File: config.mk
export PLATFORM = sky130hd
export DESIGN_NAME = mower_drive_command_gate_core
export DESIGN_NICKNAME = d
export VERILOG_FILES = /design/src/mdcg_pkg.sv /design/src/mdcg_wheel_scale.sv /design/src/mower_drive_command_gate_core.sv
export SDC_FILE = /design/constraint.sdc
export NUM_CORES = 2
export LEC_CHECK = 0
export ABC_AREA = 1
export BUFFER_PORTS_ARGS = -buffer_cell sky130_fd_sc_hd__clkbuf_2
export CAP_MARGIN = 0
export CORE_MARGIN = 8
export CORE_UTILIZATION = 25
export DETAILED_ROUTE_END_ITERATION = 10
export PLACE_DENSITY = 0.36
export SETUP_SLACK_MARGIN = 0.2
export SLEW_MARGIN = 20
export SYNTH_ARGS = -nofsm -noshare
export SYNTH_HDL_FRONTEND = slang
export SYNTH_SLANG_ARGS = --single-unit
File: constraint.sdc
create_clock -name clk_i -period 11 [get_ports clk_i]
set_input_delay 1.65 -clock clk_i [delete_from_list [all_inputs] [get_ports clk_i]]
set_output_delay 1.65 -clock clk_i [all_outputs]
set_load 0.02 [all_outputs]
File: src/mdcg_pkg.sv
// ----------------------------------------------------------------------------
// mdcg_pkg
// Shared widths, register indexes, transfer layouts and stage records for
// the mower drive command gate.
// ----------------------------------------------------------------------------
package mdcg_pkg;

  localparam int VelW     = 16;   // wheel velocity, signed Q8.8
  localparam int GainW    = 24;   // pwm gain, unsigned Q16.8
  localparam int GainFrac = 16;   // fraction bits of velocity times gain
  localparam int PwmW     = 12;   // unsigned pwm magnitude
  localparam int WheelW   = PwmW + 1;
  localparam int EffW     = 12;   // blade effort, signed Q4.8
  localparam int EffFrac  = 8;
  localparam int EffClW   = EffFrac + 1;   // effort clamped to 0..1.0
  localparam int MsW      = 16;
  localparam int IdleW    = 32;
  localparam int TmoW     = 24;

  localparam int CfgIdxW  = 3;
  localparam int CfgDataW = 24;
  localparam int InDataW  = 64;
  localparam int OutDataW = 40;

  localparam logic [EffClW-1:0] EffOne = EffClW'(1 << EffFrac);

  // configuration register indexes
  localparam logic [CfgIdxW-1:0] CFG_PWM_GAIN     = 3'd0;
  localparam logic [CfgIdxW-1:0] CFG_MAX_PWM      = 3'd1;
  localparam logic [CfgIdxW-1:0] CFG_MOW_PWM      = 3'd2;
  localparam logic [CfgIdxW-1:0] CFG_LEFT_FLIP    = 3'd3;
  localparam logic [CfgIdxW-1:0] CFG_RIGHT_FLIP   = 3'd4;
  localparam logic [CfgIdxW-1:0] CFG_IDLE_TIMEOUT = 3'd5;

  // item kinds carried in tuser
  localparam logic FUNC_CONTROL = 1'b0;
  localparam logic FUNC_STOP    = 1'b1;

  typedef struct packed {
    logic                   active;
    logic                   link_ok;
    logic                   drive_en;
    logic                   emergency;
    logic [MsW-1:0]         elapsed_ms;
    logic signed [EffW-1:0] blade_effort;
    logic signed [VelW-1:0] right_vel;
    logic signed [VelW-1:0] left_vel;
  } in_data_t;

  typedef struct packed {
    logic                     blade_locked;
    logic [PwmW-1:0]          blade_pwm;
    logic signed [WheelW-1:0] right_pwm;
    logic signed [WheelW-1:0] left_pwm;
  } result_t;

  typedef struct packed {
    logic [GainW-1:0] pwm_gain;
    logic [PwmW-1:0]  max_pwm;
    logic [PwmW-1:0]  mow_pwm;
    logic             left_flip;
    logic             right_flip;
    logic [TmoW-1:0]  idle_timeout_ms;
  } cfg_t;

  // item after scaling, ahead of the stateful stage
  typedef struct packed {
    logic                     func;
    logic signed [WheelW-1:0] left_pwm;
    logic signed [WheelW-1:0] right_pwm;
    logic [PwmW-1:0]          blade_raw;
    logic                     eff_le0;
    logic [MsW-1:0]           elapsed_ms;
    logic                     emergency;
    logic                     drive_en;
    logic                     link_ok;
    logic                     active;
  } stage_t;

endpackage

File: src/mdcg_wheel_scale.sv
// ----------------------------------------------------------------------------
// mdcg_wheel_scale
// Wheel velocity to pwm: optional negation, gain multiply, truncation
// toward zero and symmetric clamp to max_pwm.
// ----------------------------------------------------------------------------
module mdcg_wheel_scale (
  input  logic signed [mdcg_pkg::VelW-1:0]   vel_i,
  input  logic                               invert_i,
  input  logic [mdcg_pkg::GainW-1:0]         gain_i,
  input  logic [mdcg_pkg::PwmW-1:0]          max_pwm_i,
  output logic signed [mdcg_pkg::WheelW-1:0] pwm_o
);
  import mdcg_pkg::*;

  localparam int ProdW  = VelW + GainW;
  localparam int WholeW = ProdW - GainFrac;

  logic signed [VelW:0] vel_ext;
  logic signed [VelW:0] vel_dir;
  logic [VelW:0]        vel_abs;
  logic                 neg;
  logic [ProdW-1:0]     prod;
  logic [WholeW-1:0]    whole;
  logic [WholeW-1:0]    limit;
  logic [PwmW-1:0]      clamped;
  logic [WheelW-1:0]    mag_ext;

  assign vel_ext = {vel_i[VelW-1], vel_i};
  assign vel_dir = invert_i ? -vel_ext : vel_ext;
  assign neg     = vel_dir[VelW];
  assign vel_abs = neg ? -vel_dir : vel_dir;

  // magnitude is at most 2^15, so it fits the low VelW bits
  assign prod    = ProdW'(vel_abs[VelW-1:0]) * ProdW'(gain_i);
  assign whole   = prod[ProdW-1:GainFrac];
  assign limit   = WholeW'(max_pwm_i);
  assign clamped = (whole > limit) ? max_pwm_i : whole[PwmW-1:0];
  assign mag_ext = {1'b0, clamped};
  assign pwm_o   = neg ? -mag_ext : mag_ext;

endmodule

File: src/mower_drive_command_gate_core.sv
// ----------------------------------------------------------------------------
// mower_drive_command_gate_core
// Wheel and blade pwm command gate with blade idle timer, lockout latch
// and send-on-change filtering.
//
//  channel  | dir | handshake               | payload
//  ---------+-----+-------------------------+---------------------------------
//  s_axis   | in  | s_axis_tvalid/tready    | tdata drive command, tuser func
//  m_axis   | out | m_axis_tvalid/tready    | tdata pwm triple and lock flag
//  cfg      | in  | cfg_valid_i/cfg_ready_o | cfg_index_i, cfg_data_i
//
// One item per cycle unless the output stalls; a result is registered in s1_q, then out_q.
// Stage one does the wheel and blade multiplies, stage two owns all state
// (idle timer, lockout, last sent triple) and loads the output register.
// A stalled output stops stage two, which in turn backs up the input.
// Reset: lockout set, idle timer and sent triple cleared, registers at
// their documented defaults. Configuration writes are always taken.
// ----------------------------------------------------------------------------
module mower_drive_command_gate_core (
  input  logic                              clk_i,
  input  logic                              rst_ni,
  // drive command, low first: left_vel, right_vel, blade_effort, elapsed_ms,
  //                 emergency, drive_en, link_ok, active
  input  logic                              s_axis_tvalid,
  output logic                              s_axis_tready,
  input  logic [mdcg_pkg::InDataW-1:0]      s_axis_tdata,
  // func
  input  logic                              s_axis_tuser,
  // result: left_pwm, right_pwm, blade_pwm, blade_locked, zero pad (low first)
  output logic                              m_axis_tvalid,
  input  logic                              m_axis_tready,
  output logic [mdcg_pkg::OutDataW-1:0]     m_axis_tdata,
  // configuration write
  input  logic                              cfg_valid_i,
  output logic                              cfg_ready_o,
  input  logic [mdcg_pkg::CfgIdxW-1:0]      cfg_index_i,
  input  logic [mdcg_pkg::CfgDataW-1:0]     cfg_data_i
);
  import mdcg_pkg::*;

  localparam int BladeProdW = EffClW + PwmW;

  cfg_t     cfg_q;
  in_data_t in_data;
  stage_t   s1_d, s1_q;
  logic     s1_valid_q;
  result_t  out_d, out_q;
  logic     out_valid_q, out_valid_d;

  logic     lock_q, lock_d;
  logic [IdleW-1:0] idle_q, idle_d;
  result_t  sent_q, sent_d;
  logic     sent_any_q, sent_any_d;

  logic                   s_xfer;
  logic                   s2_go;
  logic signed [WheelW-1:0] left_pwm, right_pwm;
  logic [EffClW-1:0]      eff_cl;
  logic [BladeProdW-1:0]  blade_prod;
  logic [IdleW:0]         idle_sum;
  logic [IdleW-1:0]       idle_next;
  logic                   is_idle;
  logic                   kill;
  logic                   lock_new;
  result_t                cand;
  logic                   emit;

  // ---------------------------------------------------------------- config
  assign cfg_ready_o = 1'b1;

  always_ff @(posedge clk_i or negedge rst_ni) begin
    if (!rst_ni) begin
      cfg_q.pwm_gain        <= GainW'(256);
      cfg_q.max_pwm         <= PwmW'(255);
      cfg_q.mow_pwm         <= PwmW'(255);
      cfg_q.left_flip       <= 1'b0;
      cfg_q.right_flip      <= 1'b0;
      cfg_q.idle_timeout_ms <= '0;
    end else if (cfg_valid_i) begin
      case (cfg_index_i)
        CFG_PWM_GAIN:     cfg_q.pwm_gain        <= cfg_data_i[GainW-1:0];
        CFG_MAX_PWM:      cfg_q.max_pwm         <= cfg_data_i[PwmW-1:0];
        CFG_MOW_PWM:      cfg_q.mow_pwm         <= cfg_data_i[PwmW-1:0];
        CFG_LEFT_FLIP:    cfg_q.left_flip       <= cfg_data_i[0];
        CFG_RIGHT_FLIP:   cfg_q.right_flip      <= cfg_data_i[0];
        CFG_IDLE_TIMEOUT: cfg_q.idle_timeout_ms <= cfg_data_i[TmoW-1:0];
        default: ;
      endcase
    end
  end

  // ---------------------------------------------------------------- stage 1
  assign in_data = in_data_t'(s_axis_tdata);

  mdcg_wheel_scale u_left (
    .vel_i     (in_data.left_vel),
    .invert_i  (cfg_q.left_flip),
    .gain_i    (cfg_q.pwm_gain),
    .max_pwm_i (cfg_q.max_pwm),
    .pwm_o     (left_pwm)
  );

  mdcg_wheel_scale u_right (
    .vel_i     (in_data.right_vel),
    .invert_i  (cfg_q.right_flip),
    .gain_i    (cfg_q.pwm_gain),
    .max_pwm_i (cfg_q.max_pwm),
    .pwm_o     (right_pwm)
  );

  // effort clamped to 0..1.0 before scaling by mow_pwm
  assign eff_cl = in_data.blade_effort[EffW-1] ? '0 :
                  (in_data.blade_effort[EffW-2:0] > (EffW-1)'(EffOne)) ? EffOne :
                  in_data.blade_effort[EffClW-1:0];
  assign blade_prod = BladeProdW'(eff_cl) * BladeProdW'(cfg_q.mow_pwm);

  always_comb begin
    s1_d.func           = s_axis_tuser;
    s1_d.left_pwm       = left_pwm;
    s1_d.right_pwm      = right_pwm;
    s1_d.blade_raw      = blade_prod[EffFrac +: PwmW];
    s1_d.eff_le0        = in_data.blade_effort[EffW-1] || (in_data.blade_effort == '0);
    s1_d.elapsed_ms     = in_data.elapsed_ms;
    s1_d.emergency      = in_data.emergency;
    s1_d.drive_en       = in_data.drive_en;
    s1_d.link_ok        = in_data.link_ok;
    s1_d.active         = in_data.active;
  end

  assign s2_go         = s1_valid_q && (!out_valid_q || m_axis_tready);
  assign s_axis_tready = !s1_valid_q || s2_go;
  assign s_xfer        = s_axis_tvalid && s_axis_tready;

  always_ff @(posedge clk_i or negedge rst_ni) begin
    if (!rst_ni) begin
      s1_valid_q <= 1'b0;
    end else if (s_xfer) begin
      s1_valid_q <= 1'b1;
    end else if (s2_go) begin
      s1_valid_q <= 1'b0;
    end
  end

  always_ff @(posedge clk_i) begin
    if (s_xfer) begin
      s1_q <= s1_d;
    end
  end

  // ---------------------------------------------------------------- stage 2
  // idle timer counts only while wheels are still and the blade is asked for
  assign idle_sum  = {1'b0, idle_q} + (IdleW + 1)'(s1_q.elapsed_ms);
  assign idle_next = (s1_q.left_pwm != '0 || s1_q.right_pwm != '0 || s1_q.eff_le0) ? '0 :
                     idle_sum[IdleW] ? '1 : idle_sum[IdleW-1:0];
  assign is_idle   = (cfg_q.idle_timeout_ms != '0) &&
                     (idle_next > IdleW'(cfg_q.idle_timeout_ms));
  assign kill      = s1_q.emergency || !s1_q.drive_en || !s1_q.link_ok;
  assign lock_new  = (kill || is_idle) ? 1'b1 : (s1_q.eff_le0 ? 1'b0 : lock_q);

  always_comb begin
    cand.blade_locked = lock_new;
    cand.left_pwm     = kill ? '0 : s1_q.left_pwm;
    cand.right_pwm    = kill ? '0 : s1_q.right_pwm;
    cand.blade_pwm    = (kill || lock_new) ? '0 : s1_q.blade_raw;
  end

  always_comb begin
    lock_d      = lock_q;
    idle_d      = idle_q;
    sent_d      = sent_q;
    sent_any_d  = sent_any_q;
    out_d       = out_q;
    out_valid_d = out_valid_q && !m_axis_tready;
    emit        = 1'b0;
    if (s2_go) begin
      if (s1_q.func == FUNC_STOP) begin
        lock_d             = 1'b1;
        out_d              = '0;
        out_d.blade_locked = 1'b1;
        emit               = 1'b1;
      end else if (s1_q.active) begin
        lock_d = lock_new;
        idle_d = idle_next;
        out_d  = cand;
        emit   = !sent_any_q || (cand.left_pwm != sent_q.left_pwm) ||
                 (cand.right_pwm != sent_q.right_pwm) ||
                 (cand.blade_pwm != sent_q.blade_pwm);
      end
      if (emit) begin
        sent_d      = out_d;
        sent_any_d  = 1'b1;
        out_valid_d = 1'b1;
      end else begin
        out_d = out_q;
      end
    end
  end

  always_ff @(posedge clk_i or negedge rst_ni) begin
    if (!rst_ni) begin
      lock_q      <= 1'b1;
      idle_q      <= '0;
      sent_q      <= '0;
      sent_any_q  <= 1'b0;
      out_valid_q <= 1'b0;
    end else begin
      lock_q      <= lock_d;
      idle_q      <= idle_d;
      sent_q      <= sent_d;
      sent_any_q  <= sent_any_d;
      out_valid_q <= out_valid_d;
    end
  end

  always_ff @(posedge clk_i) begin
    out_q <= out_d;
  end

  assign m_axis_tvalid = out_valid_q;
  assign m_axis_tdata  = OutDataW'(out_q);

`ifndef SYNTHESIS
  a_blade_off_when_locked : assert property (@(posedge clk_i) disable iff (!rst_ni)
    out_valid_q && (out_q.blade_pwm != '0) |-> !out_q.blade_locked)
    else $error("blade pwm sent while lockout set");

  a_unlock_needs_blade_off : assert property (@(posedge clk_i) disable iff (!rst_ni)
    $fell(lock_q) |-> $past(s2_go && s1_q.eff_le0 && (s1_q.func != FUNC_STOP)))
    else $error("lockout released without blade commanded off");

  a_sent_sticks : assert property (@(posedge clk_i) disable iff (!rst_ni)
    sent_any_q |=> sent_any_q)
    else $error("sent record lost");

  a_stop_emits_zero : assert property (@(posedge clk_i) disable iff (!rst_ni)
    s2_go && (s1_q.func == FUNC_STOP) |=>
      out_valid_q && out_q.blade_locked && (out_q.left_pwm == '0) &&
      (out_q.right_pwm == '0) && (out_q.blade_pwm == '0))
    else $error("forced stop did not produce zero triple");
`endif

endmodule
==> results.sh <==
export IMPL_dieArea_um2=186000
export IMPL_worst_hold_path_num_cells=2
export IMPL_r2r_start="cfg_q[24]"
export IMPL_clock_path_buffers=3
export IMPL_routed_wl_mm=166
export IMPL_reg2regPathDepth=54
export IMPL_r2r_setup_slack_ps=1160
export IMPL_num_nets_final=7353
export IMPL_antenna_found_initial=6
export IMPL_dp_cells=8371
export IMPL_gr_usage_met1_pct=24.1
export IMPL_seq_area_um2=6700
export IMPL_yosysWarnings=0
export IMPL_die_y_um=431
export IMPL_synth_edf_count=99
export IMPL_ys_ff_latch=247
export IMPL_synth_top_area_share_pct=31.7
export IMPL_clock_latency_ps=560
export IMPL_routed_via_count=37700
export IMPL_cp_arrival_ps=10970
export IMPL_hp_start="sent_any_q"
export IMPL_fillers=18500
export IMPL_cts_hold_buf=0
export IMPL_fin_tns_setup_ps=0
export IMPL_hold_path_end="sent_any_q"
export IMPL_firstDrtPassIters=6
export IMPL_die_w_um=431
export IMPL_syn_to_final_growth_pct=26.9
export IMPL_setup_viol=0
export IMPL_cts_root_buf="clkbuf_16"
export IMPL_viasPerCell=4.43
export IMPL_synthCells=5580
export IMPL_synth_seq_area_share_pct=15.6
export IMPL_fmax_mhz=93.8
export IMPL_grt_start_max_net_pins=87
export IMPL_syn_nets=6678
export IMPL_synth_area_per_cell_um2=7.71
export IMPL_timing_rr_end="s1_q[43]"
export IMPL_wl_per_cell_um=19.6
export IMPL_core_area_um2=171000
export IMPL_hold_class="reg2reg"
export IMPL_ant_nets=0
export IMPL_grt_ovfl_total=0
export IMPL_end_kind="register"
export IMPL_critPathMaxStageDelay_ps=540
export IMPL_grtUsageTotal_pct=17.7
export IMPL_port_buffers=137
export IMPL_clk_pin_slew_ps=70
export IMPL_gp_congestion=0.858
export IMPL_drtIter0Drc=1988
export IMPL_maxCapViolCount=0
export IMPL_grt_use_met3_pct=1.06
export IMPL_synthFlopType="dfrtp_1"
export IMPL_finalHoldViolCount=0
export IMPL_timing_critical_path_buf_inv=24
export IMPL_met2_usage_pct=31.7
export IMPL_rows=152
export IMPL_start_util_pct=25.1
export IMPL_fin_crit_sh_pct=96.9
export IMPL_grt_pass1_wl_mm=254
export IMPL_fin_cells=8508
export IMPL_dpl_hpwl_mm=137
export IMPL_max_slew_worst_pin_slew_ps=1080
export IMPL_grt_busiest_layer="met2"
export IMPL_drc=0
export IMPL_finalHoldWorstSlack_ps=474
export IMPL_cts_num_sinks=247
export IMPL_synth_area_leaders="fa_1 (32%), nand2_1 (13%), inv_1 (11%)"
export IMPL_synthArstFlopShare_pct=59.9
export IMPL_ioPinCount=140
export IMPL_htree_levels=1
export IMPL_critPathLaunchType="input port"
export IMPL_drive_above_1_share_pct=22.1
export IMPL_synth_commonest_cells="nand2_1 (1438), inv_1 (1210), fa_1 (680)"
export IMPL_cts_tree="yes"
export IMPL_skew_ps=17.9
export IMPL_grt_pass1_vias=40100
export IMPL_multi_input_area_um2=32900
export IMPL_crit_path_frequent_cell="buf_4"
export IMPL_synth_area_leader_cell="fa_1"
export IMPL_fin_crit_ps=10660
export IMPL_status="completed"
export IMPL_synth_most_common_cell="nand2_1"
export IMPL_required_ps=11310
export IMPL_drv_slew=0
export IMPL_synth_cell_type_count=60
export IMPL_cp_top_family="adder cells"
export IMPL_path_max_fanout=12
export IMPL_critical_path_class="in2reg"
export IMPL_rsz0062_at_grt="yes"
export IMPL_syn_area_um2=43000
export IMPL_relSlewSlack_pct=28.0
export IMPL_cts_buffers=25
export IMPL_slowest_stage="fa_1"
[cells by family (layout without fill, tap and decap cells)]
group                    Yosys count  after routing  share of synthesized area (%)
XOR/XNOR                         124            124                           2.53
AND/OR/NAND/NOR                 2263           2263                           21.5
adder cells (fa/ha/maj)         1001           1001                           41.0
buffers and inverters           1424           2118                           12.6
AO/OA/AOI/OAI                    519            519                           6.75
other                              2              3                         0.0175
flip-flops                       247            247                           15.6
[repair_timing]
action / in CTS / in global routing
pin swaps: 16 / 202
buffers inserted: 21 / 66
gates cloned: 0 / 3
resized for setup: 52 / 476
setup endpoints to repair: 23 / 26
[final cells by class]
class | count | area share [%]
Antenna cell | 1 | 0.00459
Sequential cell | 247 | 12.3
Clock inverter | 17 | 0.358
Inverter | 1222 | 8.45
Timing Repair Buffer | 850 | 12.3
Tap cell | 2233 | 5.12
Multi-Input combinational cell | 3909 | 60.3
Clock buffer | 29 | 1.21
[stage by stage]
stage                     worst slack [ps]  util, %  cell area (um^2)
after CTS                              203     30.4             52100
after global routing                  -130     31.9             54600
after detailed placement              -744     29.7             50900
after global placement                -727     29.7             50900
after floorplan                        210        -             43100
final                                  343     31.9             54600
[layer usage]
metal | vias to the layer above | share of wire (%) | routed length [um]
li1 | 18100 | - | -
met1 | 18900 | 46 | 76100
met2 | 586 | 49 | 81900
met3 | 105 | 3.2 | 5350
met4 | 0 | 1.9 | 3200
met5 | - | 0 | 0
[placed cells by master (no fill, tap or decap), types with 34 or more instances in the layout]
cell type,n
nand2_1,1347
a21oi_1,121
edfxtp_1,99
buf_4,642
o21ai_0,202
buf_12,36
inv_2,50
nor2_2,53
nor2_1,417
dfrtp_1,130
nand3_1,137
inv_1,1156
nand4_1,34
clkbuf_2,133
nand2_2,82
ha_4,35
fa_1,665
ha_1,285
nor3_1,34
xor2_1,64
[flip-flops by register name, indices dropped and copies added (netlist names)]
name / flops
m_axis_tvalid: 1
m_axis_tdata: 39
sent_any_q: 1
cfg_q: 74
s1_q: 60
idle_q: 32
lock_q: 1
s1_valid_q: 1
sent_q: 38
[worst max-delay path by stage]
stage                startpoint       end  slack, ps  cells past startpoint
3_3_place_gp   s_axis_tdata[16]  s1_q[44]       -730                     55
5_1_grt         s_axis_tdata[2]  s1_q[55]       -130                     59
4_1_cts         s_axis_tdata[0]  s1_q[56]        200                     58
2_1_floorplan   s_axis_tdata[0]  s1_q[56]        210                     58
6_report        s_axis_tdata[0]  s1_q[52]        340                     58
3_5_place_dp    s_axis_tdata[1]  s1_q[56]       -740                     54
[tightest hold or removal path: cells and delay by family, from the launching register on]
| family | cells | cell delay (ps) |
|---|---|---|
| buffers and inverters | 1 | 40 |
| DFF | 1 | 350 |
| and+or+nand+nor | 1 | 50 |
Power is left out: the tool's default activity adds up to more than one toggle a clock period on the data nets, which glitch-free logic cannot reach.
